==> src/sv/skht_pkg.sv <==
// Package for the string key hash table.
// Holds the item structs, the opcode and status codes and the controller/datapath
// command and status structs. No dependencies.
package skht_pkg;

  localparam logic [1:0] OP_FIND     = 2'd0;
  localparam logic [1:0] OP_FIND_INS = 2'd1;
  localparam logic [1:0] OP_INSERT   = 2'd2;
  localparam logic [1:0] OP_ERASE    = 2'd3;

  localparam logic [2:0] ST_FOUND     = 3'd0;
  localparam logic [2:0] ST_INSERTED  = 3'd1;
  localparam logic [2:0] ST_NOT_FOUND = 3'd2;
  localparam logic [2:0] ST_FULL      = 3'd3;
  localparam logic [2:0] ST_ERASED    = 3'd4;
  localparam logic [2:0] ST_TOO_LONG  = 3'd5;

  localparam logic [31:0] HASH_SEED = 32'd7;

  typedef struct packed {
    logic [1:0] opcode;
    logic [7:0] key_byte;
    logic       key_last;
  } skht_in_t;

  typedef struct packed {
    logic [2:0] status;
    logic [5:0] dense_index;
    logic [6:0] entries_used;
  } skht_out_t;

  // Commands from the controller to the datapath.
  typedef struct packed {
    logic       byte_en;
    logic       key_clr;
    logic       mod_start;
    logic       probe_init;
    logic       probe_next;
    logic       slot_rd;
    logic       byte_init;
    logic       byte_rd;
    logic       byte_next;
    logic       copy_wr;
    logic       ins_wr;
    logic       ers_wr;
    logic       dense_from_word;
    logic       sweep_rd;
    logic       sweep_wr;
    logic       clr_wr;
    logic       res_load;
    logic [2:0] res_status;
  } skht_cmd_t;

  // Status from the datapath to the controller.
  typedef struct packed {
    logic too_long;
    logic mod_done;
    logic len_match;
    logic slot_empty;
    logic byte_eq;
    logic byte_last;
    logic probe_last;
    logic sweep_last;
    logic live_full;
    logic res_ok;
  } skht_sts_t;

endpackage

==> src/sv/skht_ctrl.sv <==
// Controller of the string key hash table: sequences probe walks, key compares,
// key copies, erase renumbering and the result. Depends on skht_pkg.
module skht_ctrl (
  input  logic                clk_i,
  input  logic                rst_ni,
  input  logic                in_valid_i,
  input  skht_pkg::skht_in_t  in_i,
  output logic                in_stall_o,
  input  skht_pkg::skht_sts_t sts_i,
  output skht_pkg::skht_cmd_t cmd_o
);
  import skht_pkg::*;

  typedef enum logic [3:0] {
    S_CLR, S_IDLE, S_DISP, S_MOD, S_PR_RD, S_PR_CHK, S_CMP_RD, S_CMP_CHK,
    S_INS_RD, S_INS_CHK, S_CPY_RD, S_CPY_WR, S_INS_WR, S_SW_RD, S_SW_WR, S_RES
  } state_e;

  state_e     state_q, state_d;
  logic [1:0] op_q, op_d;
  logic [2:0] st_q, st_d;

  always_comb begin
    cmd_o   = '0;
    state_d = state_q;
    op_d    = op_q;
    st_d    = st_q;
    cmd_o.res_status = st_q;

    unique case (state_q)
      S_CLR: begin
        cmd_o.clr_wr = 1'b1;
        if (sts_i.sweep_last) begin
          state_d = S_IDLE;
        end
      end
      S_IDLE: begin
        if (in_valid_i) begin
          cmd_o.byte_en = 1'b1;
          if (in_i.key_last) begin
            op_d    = in_i.opcode;
            state_d = S_DISP;
          end
        end
      end
      S_DISP: begin
        if (sts_i.too_long) begin
          st_d    = ST_TOO_LONG;
          state_d = S_RES;
        end else begin
          cmd_o.mod_start = 1'b1;
          state_d = S_MOD;
        end
      end
      S_MOD: begin
        if (sts_i.mod_done) begin
          cmd_o.probe_init = 1'b1;
          if (op_q == OP_INSERT) begin
            if (sts_i.live_full) begin
              st_d    = ST_FULL;
              state_d = S_RES;
            end else begin
              state_d = S_INS_RD;
            end
          end else begin
            state_d = S_PR_RD;
          end
        end
      end
      S_PR_RD: begin
        cmd_o.slot_rd = 1'b1;
        state_d = S_PR_CHK;
      end
      S_PR_CHK, S_CMP_CHK: begin
        if (state_q == S_PR_CHK && sts_i.len_match) begin
          cmd_o.byte_init = 1'b1;
          state_d = S_CMP_RD;
        end else if (state_q == S_CMP_CHK && sts_i.byte_eq && !sts_i.byte_last) begin
          cmd_o.byte_next = 1'b1;
          state_d = S_CMP_RD;
        end else if (state_q == S_CMP_CHK && sts_i.byte_eq) begin
          // Whole key matches.
          if (op_q == OP_ERASE) begin
            cmd_o.ers_wr = 1'b1;
            state_d = S_SW_RD;
          end else begin
            cmd_o.dense_from_word = 1'b1;
            st_d    = ST_FOUND;
            state_d = S_RES;
          end
        end else if (!sts_i.probe_last) begin
          cmd_o.probe_next = 1'b1;
          state_d = S_PR_RD;
        end else if (op_q == OP_FIND_INS) begin
          if (sts_i.live_full) begin
            st_d    = ST_FULL;
            state_d = S_RES;
          end else begin
            cmd_o.probe_init = 1'b1;
            state_d = S_INS_RD;
          end
        end else begin
          st_d    = ST_NOT_FOUND;
          state_d = S_RES;
        end
      end
      S_CMP_RD: begin
        cmd_o.byte_rd = 1'b1;
        state_d = S_CMP_CHK;
      end
      S_INS_RD: begin
        cmd_o.slot_rd = 1'b1;
        state_d = S_INS_CHK;
      end
      S_INS_CHK: begin
        if (sts_i.slot_empty) begin
          cmd_o.byte_init = 1'b1;
          state_d = S_CPY_RD;
        end else if (sts_i.probe_last) begin
          st_d    = ST_FULL;
          state_d = S_RES;
        end else begin
          cmd_o.probe_next = 1'b1;
          state_d = S_INS_RD;
        end
      end
      S_CPY_RD: begin
        cmd_o.byte_rd = 1'b1;
        state_d = S_CPY_WR;
      end
      S_CPY_WR: begin
        cmd_o.copy_wr = 1'b1;
        if (sts_i.byte_last) begin
          state_d = S_INS_WR;
        end else begin
          cmd_o.byte_next = 1'b1;
          state_d = S_CPY_RD;
        end
      end
      S_INS_WR: begin
        cmd_o.ins_wr = 1'b1;
        st_d    = ST_INSERTED;
        state_d = S_RES;
      end
      S_SW_RD: begin
        cmd_o.sweep_rd = 1'b1;
        state_d = S_SW_WR;
      end
      S_SW_WR: begin
        cmd_o.sweep_wr = 1'b1;
        if (sts_i.sweep_last) begin
          st_d    = ST_ERASED;
          state_d = S_RES;
        end else begin
          state_d = S_SW_RD;
        end
      end
      S_RES: begin
        if (sts_i.res_ok) begin
          cmd_o.res_load = 1'b1;
          cmd_o.key_clr  = 1'b1;
          state_d = S_IDLE;
        end
      end
      default: begin
        state_d = S_IDLE;
      end
    endcase
  end

  always_ff @(posedge clk_i or negedge rst_ni) begin
    if (!rst_ni) begin
      state_q <= S_CLR;
      op_q    <= OP_FIND;
      st_q    <= ST_FOUND;
    end else begin
      state_q <= state_d;
      op_q    <= op_d;
      st_q    <= st_d;
    end
  end

  assign in_stall_o = state_q != S_IDLE;

endmodule

==> config.mk <==
export PLATFORM = sky130hd
export DESIGN_NAME = skht_ctrl
export DESIGN_NICKNAME = d
export VERILOG_FILES = /design/src/sv/skht_pkg.sv /design/src/sv/skht_ctrl.sv
export SDC_FILE = /design/constraint.sdc
export NUM_CORES = 1
export LEC_CHECK = 0
export BUFFER_PORTS_ARGS = -buffer_cell sky130_fd_sc_hd__buf_2
export CAP_MARGIN = 20
export CELL_PAD_IN_SITES_DETAIL_PLACEMENT = 1
export CELL_PAD_IN_SITES_GLOBAL_PLACEMENT = 1
export CORE_MARGIN = 2
export CORE_UTILIZATION = 33
export DETAILED_ROUTE_END_ITERATION = 6
export PLACE_DENSITY = 0.87
export SLEW_MARGIN = 20
export SYNTH_ARGS = -nofsm -noshare
export SYNTH_HDL_FRONTEND = slang
export SYNTH_SLANG_ARGS = --single-unit
==> constraint.sdc <==
create_clock -name clk_i -period 2.35 [get_ports clk_i]
set_input_delay 0.47 -clock clk_i [delete_from_list [all_inputs] [get_ports clk_i]]
set_output_delay 0.47 -clock clk_i [all_outputs]
set_load 0.1 [all_outputs]
== Word level (Yosys, flattened, before mapping) ==
Index checks and enable logic that the tools add are counted.

* Register bits: 9
* Bits of input ports: 24
* Output and inout port bits: 21
* Word-level logic and storage cells: 118

* Equality and inequality tests: 33
* Multiplexer cells: 70
* Reductions and logical operators: 12

{| class="wikitable"
|+ Operator list
! kind !! number
|-
| 4-bit case mux with 15 select lines || 1
|-
| 3-bit 2-to-1 mux || 17
|-
| 4-bit 2-to-1 mux || 12
|-
| 4-bit == test (second input constant) || 8
|-
| 1-bit 2-to-1 mux || 26
|-
| 2-bit inequality test (second input constant) || 12
|-
| 2-bit 2-to-1 mux || 9
|-
| 3-bit case mux with 6 select lines || 1
|-
| 4-bit by 3-bit == test with 1-bit output (second input constant) || 4
|-
| 11-bit AND reduction || 1
|-
| 4-bit by 2-bit == test with 1-bit output (second input constant) || 2
|-
| 1-bit case mux with 2 select lines || 4
|-
| 3-bit inequality test (second input constant) || 2
|-
| 6-bit nonzero test || 1
|-
| 2-bit OR reduction || 3
|-
| 5-bit AND reduction || 1
|-
| 2-bit == test (second input constant) || 2
|-
| 4-bit by 1-bit == test with 1-bit output (second input constant) || 1
|-
| 4-bit zero test || 1
|-
| 4-bit by 1-bit inequality test with 1-bit output (second input constant) || 1
|-
| 1-bit logical AND || 3
|-
| 3-bit AND reduction || 1
|-
| 2-bit by 1-bit == test with 1-bit output (second input constant) || 1
|-
| 1-bit zero test || 1
|}

== Logic depth before layout (Yosys ltp) ==
Gate-level depths: netlist (run 1).

* Depth after elaboration: 7
* Gate-level depth with buffers: 7
* Depth with buffers taken out: 5

== Worst setup path after synthesis (run 1) ==
OpenSTA, ideal clock, no wires.

* Kind: register to register
* Start: register state_q[0]
* End: register st_q[1]
* Arrival: 4.300 ns
* Data required time: 2.222 ns
* Setup slack: -2.078 ns
* Cell stages (with the launch flop): 6
* Clock period less this slack: 4.428 ns
* Cells stage by stage: dfrtp_1 > nand2b_2 > nor4_1 > or3_1 > nor3_2 > mux2_1

* Longest elaborated chain between the ends: 6
* Elaborated cells on any way between the ends: 27

{| class="wikitable"
|+ Ends and longest elaborated chain
! element !! RTL line !! source
|-
| start, declared || skht_ctrl.sv:19 || <nowiki>state_e state_q, state_d;</nowiki>
|-
| start signal, assigned || skht_ctrl.sv:177 || <nowiki>state_q <= state_d;</nowiki>
|-
| 4-bit by 3-bit == test with 1-bit output || skht_ctrl.sv:30, skht_ctrl.sv:78, skht_ctrl.sv:81 ||
|-
| 1-bit logical AND || skht_ctrl.sv:78, skht_ctrl.sv:81 ||
|-
| 3-bit 2-to-1 mux || skht_ctrl.sv:81 || <nowiki>end else if (state_q == S_CMP_CHK && sts_i.byte_eq) begin</nowiki>
|-
| 3-bit 2-to-1 mux || skht_ctrl.sv:78 || <nowiki>end else if (state_q == S_CMP_CHK && sts_i.byte_eq && !sts_i.byte_last) begin</nowiki>
|-
| 3-bit 2-to-1 mux || skht_ctrl.sv:75 || <nowiki>if (state_q == S_PR_CHK && sts_i.len_match) begin</nowiki>
|-
| 3-bit case mux with 6 select lines || skht_ctrl.sv:30 || <nowiki>unique case (state_q)</nowiki>
|-
| end signal, assigned || skht_ctrl.sv:179 || <nowiki>st_q <= st_d;</nowiki>
|-
| end, declared || skht_ctrl.sv:21 || <nowiki>logic [2:0] st_q, st_d;</nowiki>
|}

Several ways; a longest one is shown, not always the timed one. The select of a mux whose other input is x is not followed.
A chain may end at the register's enable or synchronous reset.

==> impl_metrics.tcl, run 1 <==
set metrics [dict create \
    p_int_uw 954.1 \
    cts_tree "yes" \
    avgViaCountPerCell 6.178 \
    yosysWarnings 0 \
    hold-worst-slack_ps 32.51 \
    wl_met2_um 2659 \
    rows 21 \
    synth_cell_types 52 \
    setup_viol 0 \
    wl_per_cell_um 21.26 \
    dr_wl_met3_um 451 \
    ys_seq_area_share_pct 20.18 \
    synth_ff_type "dfrtp_1" \
    first_iter_violations 74 \
    finalNetCount 226 \
    pwr-share-clk_pct 5.8 \
    worst-path-max-fanout 7 \
    combPwrFrac_pct 80.4 \
    p_leak_uw 0.0007500 \
    worstMarginPinSlew_ps 552.0 \
    grt_max_degree 11 \
    antenna_found_initial 0 \
    diodes 0 \
    yosys.area.top_type "dfrtp_1" \
    post-route-period-util_pct 97.62 \
    vias 1526 \
    avgSynthCellArea_um2 7.343 \
    synth_nets 176 \
    clk_latency_ps 290 \
    numCtsBuffers 3 \
    route.detailed.drc 0 \
    cts_hold_buf 0 \
    rsz0062_at_grt "true" \
    top_layer_used "met4" \
    syn2layout_area_growth_pct 64.46 \
    path_clk_slew_ps 90 \
    grt_first_pass_wirelength_um 8169 \
    fin_setup_tns_ps 0 \
    die-area_mm2 0.003863 \
    grt_pass1_vias 1577 \
    synth_cells 152 \
    min_period_ps 2294 \
    layout-drive-gt1-share_pct 42.29 \
    p_per_area_mw_per_mm2 1330 \
    fmax_mhz 435.9 \
    p_switching_uw 1487 \
    final_util_pct 55.89 \
    slew_viol_final 0 \
    netlist_area_mm2 0.001116 \
    gp_congestion 0.9662 \
    netlist_top_cells_area "dfrtp_1 (20%), a21oi_1 (5.4%), nand2_1 (5.0%)" \
    netlist.area_leader.share_pct 20.18 \
    htree_num_levels 1 \
    synth_edf_count 0 \
    max_cap_viol_count 0 \
    grtUsageTotal_pct 26.74 \
    fin_worst_skew_ps 20.31 \
    cp_data_required_time_ps 1880 \
    max_slew_margin_pct 63.06 \
    die_height_um 62.16 \
    core-area_mm2 0.003284 \
    clockRootBuffer "clkbuf_4" \
    postRouteAntennaNets 0 \
    ios 45 \
    pre_cts_slack_ps 153.4 \
    layout_common_cells "buf_2 (19), buf_4 (19), buf_12 (16)" \
    io_buffers 36 \
    arrival_ps 1820 \
    critPathLaunchType "flip-flop" \
    wl_met1_um 1911 \
    final_hold_viol_count 0 \
    ys_async_sr_fraction_pct 100.0 \
    cts.path.max_buffers 2 \
    drt_wl_total_um 5250 \
    status "finished clean" \
    first_pass_iters 4 \
    p_sw_share_pct 60.91 \
    finalPower_uw 2441 \
    fin_ws_ps 55.89 \
    end_kind "output port" \
    irDropWorstVdd_v 0.0006203 \
    hpwlAfterDp_um 3780 \
    hp-class "input port to asynchronous set/reset pin" \
    crit_type "flip-flop to output port" \
    ys_ff_latch 9 \
    power_frac_seq_pct 13.8 \
    cts.sinks 9 \
    start_util_pct 33.98 \
    globalRouteOverflowTotal 0 \
    die_x_um 62.16 \
]
==> worst paths after layout <==
path	startpoint	to	slack [ps]	depth (start not counted)
worst max-delay path	state_q[1]	cmd_o[8]	60	7
worst min-delay path	rst_ni	st_q[1]	30	1
worst max register to register	state_q[0]	st_q[1]	150	6
worst min register to register	st_q[1]	st_q[1]	530	1
max in group asynchronous	rst_ni	state_q[1]	2060	1
min in group clk_i	in_i[9]	op_q[0]	430	2
==> power groups by stage <==
stage / combinational, uW / clock (uW) / sequential, uW
after floorplan: 1240 / 0 / 413
after global placement: 1730 / 0 / 325
after detailed placement: 1820 / 0 / 340
after CTS: 1880 / 143 / 339
after global routing: 2050 / 152 / 341
final: 1960 / 142 / 337
==> cell usage after synthesis (4+ instances only) <==
cell	instances
nand2_1	15
nor2_1	14
a21oi_1	12
nor3_1	10
dfrtp_1	9
nand3_1	7
nor2b_1	7
inv_1	6
o21ai_0	5
nand2b_1	4
o22ai_1	4
==> worst max-delay path: stages (launching register included) <==
cell and delay (ps):
dfrtp_2 450, buf_4 170, and2_4 170, nand3_4 150
o21ai_0 90, buf_4 170, nor3_4 150, buf_12 200
==> what timing repair did <==
item	4_1_cts	5_1_grt
setup buffers	3	2
resized for setup	6	3
pin swaps	0	0
endpoints found under the setup margin	8	2
==> cell type report <==
| class | count | area (um2) |
|---|---|---|
| clock buffer | 4 | 26.28 |
| fill | 400 | 1449 |
| inverter | 6 | 22.52 |
| multi-input combinational | 128 | 942.2 |
| sequential | 9 | 229.0 |
| tap | 46 | 57.56 |
| timing repair buffer | 54 | 558.0 |
==> kinds of logic (layout without fill, tap and decap cells) <==
family	after synthesis	after routing	synth area share, %
compound gates	47	47	28.92
mux	3	3	3.027
buf+inv	15	64	6.950
xor+xnor	1	1	0.7849
flops	9	9	20.18
simple gates	77	77	40.13
==> metrics by stage <==
step	instances	area (um2)
after global routing	247	1836
final	247	1836
after CTS	245	1805
after global placement	238	1743
after floorplan	152	1231
after detailed placement	238	1743
==> registers in the layout, summed over array words and instances, names as in the netlist <==
register,count
op_q,2
st_q,3
state_q,4
==> metal layers <==
layer | GRT usage [%] | vias up
met5 | 0 | -
met4 | 11.94 | 0
met3 | 4.167 | 27
met2 | 48.51 | 107
met1 | 30.90 | 729
li1 | - | 663
(Power assumes the default switching activity.)
==> run 2: changes to the inputs <==
Settings changed: ABC_AREA from default to 1, CORE_UTILIZATION 33 to 30, MAX_ROUTING_LAYER from default to met4.
==> impl_metrics.tcl, run 2 <==
set metrics [dict create \
    status "finished clean" \
    cts_resized 0 \
    place_inst 281 \
    start_util_pct 31.55 \
    synth_most_common_cell "nand2_1" \
    grt_pass1_vias 1345 \
    fin_setup_tns_ps 0 \
    avgSynthCellArea_um2 5.305 \
    crit_type "flip-flop to output port" \
    dpl_cell_area_mm2 0.001386 \
    synth_common_cells "nand2_1 (72), nor2_1 (34), inv_1 (29)" \
    fin_ws_ps 99.92 \
    route.detailed.drc 0 \
    numCtsBuffers 3 \
    p_per_area_mw_per_mm2 1617 \
    final_hold_viol_count 0 \
    first_pass_iters 4 \
    syn2layout_area_growth_pct 34.32 \
    netlist_area_mm2 0.001061 \
    synth_nets 224 \
    largest_register "state_q" \
    clk_latency_ps 260 \
    cts_hold_buf 0 \
    synth_cell_types 21 \
    final_common_cell "nand2_1" \
    clockRootBuffer "clkbuf_4" \
    dr_wl_met3_um 113 \
    netlist.area_leader.share_pct 25.47 \
    cp_data_required_time_ps 1880 \
    globalRouteOverflowTotal 0 \
    grt_max_degree 10 \
    netlist_top_cells_area "nand2_1 (25%), dfrtp_1 (21%), nor2_1 (12%)" \
    top_layer_used "met4" \
    io_buffers 36 \
    die_height_um 63.47 \
    grt_first_pass_wirelength_um 5947 \
    wl_met1_um 1734 \
    irDropWorstVdd_v 0.0007834 \
    wl_met2_um 1665 \
    synth_edf_count 0 \
    arrival_ps 1780 \
    rows 21 \
    grtUsageTotal_pct 19.11 \
    core-area_mm2 0.003363 \
    end_kind "output port" \
    r2r_cells 9 \
    antenna_found_initial 0 \
    ys_seq_area_share_pct 21.23 \
    p_leak_uw 0.0008609 \
    ys_ff_latch 9 \
    ios 45 \
    finalNonFillerCells 285 \
    htree_num_levels 1 \
    path_clk_slew_ps 60 \
    worst-path-max-fanout 6 \
    worstMarginPinSlew_ps 491.3 \
    hpwlAfterDp_um 3105 \
    pre_cts_slack_ps 339.7 \
    fmax_mhz 444.4 \
    drt_wl_total_um 3578 \
    setup_viol 0 \
    fin_worst_skew_ps 4.932 \
    cts_tree "yes" \
    largestRegisters "state_q (4), st_q (3), op_q (2)" \
    first_iter_violations 47 \
    slew_viol_final 0 \
    ys_async_sr_fraction_pct 100.0 \
    max_cap_viol_count 0 \
    min_period_ps 2250 \
    diodes 0 \
    largest_reg_flops 4 \
    synth_cells 200 \
    postRouteAntennaNets 0 \
    die-area_mm2 0.004028 \
    cts.sinks 9 \
    finalNetCount 264 \
    final_area_mm2 0.001425 \
    yosysWarnings 0 \
    max_slew_margin_pct 67.47 \
    wl_per_cell_um 12.55 \
    avgViaCountPerCell 4.744 \
    layout-drive-gt1-share_pct 27.20 \
    rsz0062_at_grt "true" \
    yosys.area.top_type "nand2_1" \
    die_x_um 63.47 \
    synth_ff_type "dfrtp_1" \
    post-route-period-util_pct 95.75 \
    post_cts_buffers 0 \
    gp_congestion 0.9237 \
    layout_common_cells "nand2_1 (72), buf_2 (30), inv_1 (29)" \
    vias 1352 \
    cts.path.max_buffers 2 \
    hp-class "input port to asynchronous set/reset pin" \
    critPathLaunchType "flip-flop" \
]
[run 2: cell types whose count changed after synthesis, sizes merged, moves of 5 or more]
| cell | change |
|---|---|
| nand2 | +61 |
| nand2b | -5 |
| inv | +25 |
| nor2b | -7 |
| nor3 | -10 |
| a21oi | -10 |
| buf | -6 |
| nor2 | +25 |
| nand3 | +12 |
[run 2: final timing paths]
| kind | start | endpoint | slack, ps |
|---|---|---|---|
| max reg2reg | state_q[1] | st_q[2] | 640 |
| min in group clk_i | in_i[9] | op_q[0] | 460 |
| max | state_q[1] | cmd_o[11] | 100 |
| min reg2reg | st_q[0] | st_q[0] | 490 |
| min | rst_ni | state_q[3] | 60 |
| max in group asynchronous | rst_ni | state_q[2] | 2100 |
[run 2: where the power goes]
part	internal (uW)	switching, uW
Clock	65.1	49.2
Combinational	440	1400
Sequential	241	105
[run 2: area by class of cell]
type                       instances  area [um2]
timing repair buffer              37       240.2
clock buffer                       4       26.28
multi-input combinational        158       757.0
sequential                         9       227.7
fill                             509        1938
inverter                          31       116.4
tap                               46       57.56
[run 2: stage by stage]
stage / hold WS, ps / utilization, % / power, uW
after global routing: 55.37 / 42.37 / 2493
final: 55.08 / 42.37 / 2305
after floorplan: 174.4 / - / 1789
after CTS: 53.92 / 42.00 / 2304
after detailed placement: 334.8 / 41.22 / 2183
after global placement: 330.5 / 41.22 / 2134
[run 2: per-layer routing]
layer	track usage, %	vias up
li1	-	699
met5	-	-
met4	7.609	0
met1	24.37	615
met2	31.71	30
met3	1.071	8
[run 2: cells by family (layout without fill, tap and decap cells)]
logic type             Yosys count  after routing  share of synthesized area [%]
AO/OA/AOI/OAI                   17             17                          9.434
AND/OR/NAND/NOR                141            141                          57.19
buffers and inverters           33             72                          12.15
flip-flops                       9              9                          21.23
[run 2: critical path, cell delays in order (launching register included)]
cell and delay [ps]:
dfrtp_1 500, nand2_2 180, nor2_4 170, nand3_1 150
nand2_1 100, buf_2 420
==> run 3: changes to the inputs <==
Settings changed: CORE_UTILIZATION 30 to 27, PLACE_DENSITY 0.87 to 0.83.
Clock period 2.35 ns to 1.85 ns, I/O delays scaled along.
==> impl_metrics.tcl, run 3 (synthesized netlist as in run 2, its figures left out) <==
set metrics [dict create \
    largest_reg_flops 4 \
    die_height_um 66.69 \
    status "complete, but fails checks" \
    postRouteAntennaNets 0 \
    grt.busiest_layer "met2" \
    worst-path-max-fanout 6 \
    route.detailed.drc 0 \
    largest_register "state_q" \
    gp_congestion 0.9019 \
    power_frac_seq_pct 11.0 \
    crit_type "flip-flop to output port" \
    max_cap_viol_count 0 \
    grt_max_degree 10 \
    finalNetCount 285 \
    crit_end "cmd_o[16]" \
    first_pass_iters 4 \
    cts.sinks 9 \
    drt_wl_total_um 4941 \
    cp_data_required_time_ps 1480 \
    hp-class "input port to flip-flop" \
    layout_common_cells "nand2_1 (62), nor2_1 (23), inv_1 (22)" \
    clk_latency_ps 230 \
    finalPower_uw 3936 \
    max_slew_margin_pct 67.96 \
    pwr-share-clk_pct 5.8 \
    p_int_uw 1516 \
    r2r_cells 11 \
    min_from "in_i[9]" \
    grtUsageMet1_pct 24.82 \
    p_switching_uw 2420 \
    fin_worst_skew_ps 2.741 \
    rsz0062_at_grt "true" \
    layout-drive-gt1-share_pct 43.08 \
    violations "negative setup slack" \
    largestRegisters "state_q (4), st_q (3), op_q (2)" \
    p_leak_uw 0.001033 \
    use_met3_pct 3.209 \
    final_area_mm2 0.001983 \
    core-area_mm2 0.003716 \
    die_x_um 66.69 \
    setup_viol 11 \
    grt_first_pass_wirelength_um 7314 \
    p_sw_share_pct 61.48 \
    die-area_mm2 0.004447 \
    irDropWorstVdd_v 0.001312 \
    grt_pass1_vias 1592 \
    rows 22 \
    dpl_cell_area_mm2 0.001694 \
    clockRootBuffer "clkbuf_8" \
    grtUsageTotal_pct 22.61 \
    post-route-period-util_pct 108.1 \
    start_util_pct 28.55 \
    slew_viol_final 0 \
    r2r_end "state_q[1]" \
    cts.path.max_buffers 2 \
    ios 45 \
    avgViaCountPerCell 4.984 \
    pre_cts_slack_ps 40.72 \
    numCtsBuffers 3 \
    globalRouteOverflowTotal 0 \
    startpoint "state_q[3]" \
    grtUsageMet2_pct 37.75 \
    arrival_ps 1630 \
    path_clk_slew_ps 40 \
    hpwlAfterDp_um 3407 \
    htree_num_levels 1 \
    fmax_mhz 500.2 \
    critPathLaunchType "flip-flop" \
    final_hold_viol_count 0 \
    fin_ws_ps -149.0 \
    diodes 0 \
    wl_per_cell_um 16.04 \
    min_period_ps 1999 \
    vias 1535 \
    combPwrFrac_pct 83.2 \
    hold_depth 3 \
    cts_tree "yes" \
    worstReg2RegStart "state_q[1]" \
    worstMarginPinSlew_ps 484.0 \
    p_per_area_mw_per_mm2 1985 \
    final_util_pct 53.37 \
    final_common_cell "nand2_1" \
    end_kind "output port" \
    syn2layout_area_growth_pct 86.91 \
    rrSetupSlack_ps 60 \
    first_iter_violations 76 \
    antenna_found_initial 0 \
    io_buffers 36 \
]
==> run 3: routing by layer <==
layer	up-vias	routed length (um)
li1	740	-
met4	0	239
met5	-	0
met3	17	201
met2	49	2524
met1	729	1975
==> run 3: cell type report <==
class,count,area (um2)
fillers,480,1733
clock buffers,4,45.04
repair buffers,58,620.6
well taps,48,60.06
multi-input cells,158,900.9
flip-flops and latches,9,229.0
inverters,31,127.6
==> run 3: through the flow <==
stage          hold slack [ps]  setup TNS [ps]  cells
2_1_floorplan            74.41          -752.1    200
3_3_place_gp             231.4               0    287
3_5_place_dp             231.9               0    287
4_1_cts                  383.2          -414.9    300
5_1_grt                  418.2           -1570    308
6_report                 386.0          -904.7    308
==> run 3: critical path, stage by stage (launching register included) <==
cell and delay (ps):
dfrtp_2 460, nor2_4 270, buf_4 180, nand2_4 70
nand3_2 130, o22ai_4 90, buf_12 170
==> run 3: power groups by stage <==
| stage | clock network (uW) | registers (uW) | logic, uW |
|---|---|---|---|
| after global placement | 0 | 431 | 2650 |
| after floorplan | 0 | 614 | 1770 |
| final | 227 | 434 | 3270 |
| after detailed placement | 0 | 445 | 2720 |
| after CTS | 236 | 446 | 2930 |
| after global routing | 250 | 446 | 3480 |
==> run 3: worst min-delay path by stage <==
stage,to,slack (ps)
6_report,op_q[0],390
5_1_grt,op_q[1],420
4_1_cts,op_q[0],380
3_5_place_dp,st_q[1],230
3_3_place_gp,st_q[2],230
2_1_floorplan,op_q[0],70
==> run 3: timing repair <==
item | 4_1_cts | 5_1_grt
buffers inserted | 8 | 8
hold endpoints to repair | 9 | 0
gates resized for setup | 14 | 20
hold buffers | 1 | 0
endpoints found under the setup margin | 11 | 14
pin swaps | 6 | 8
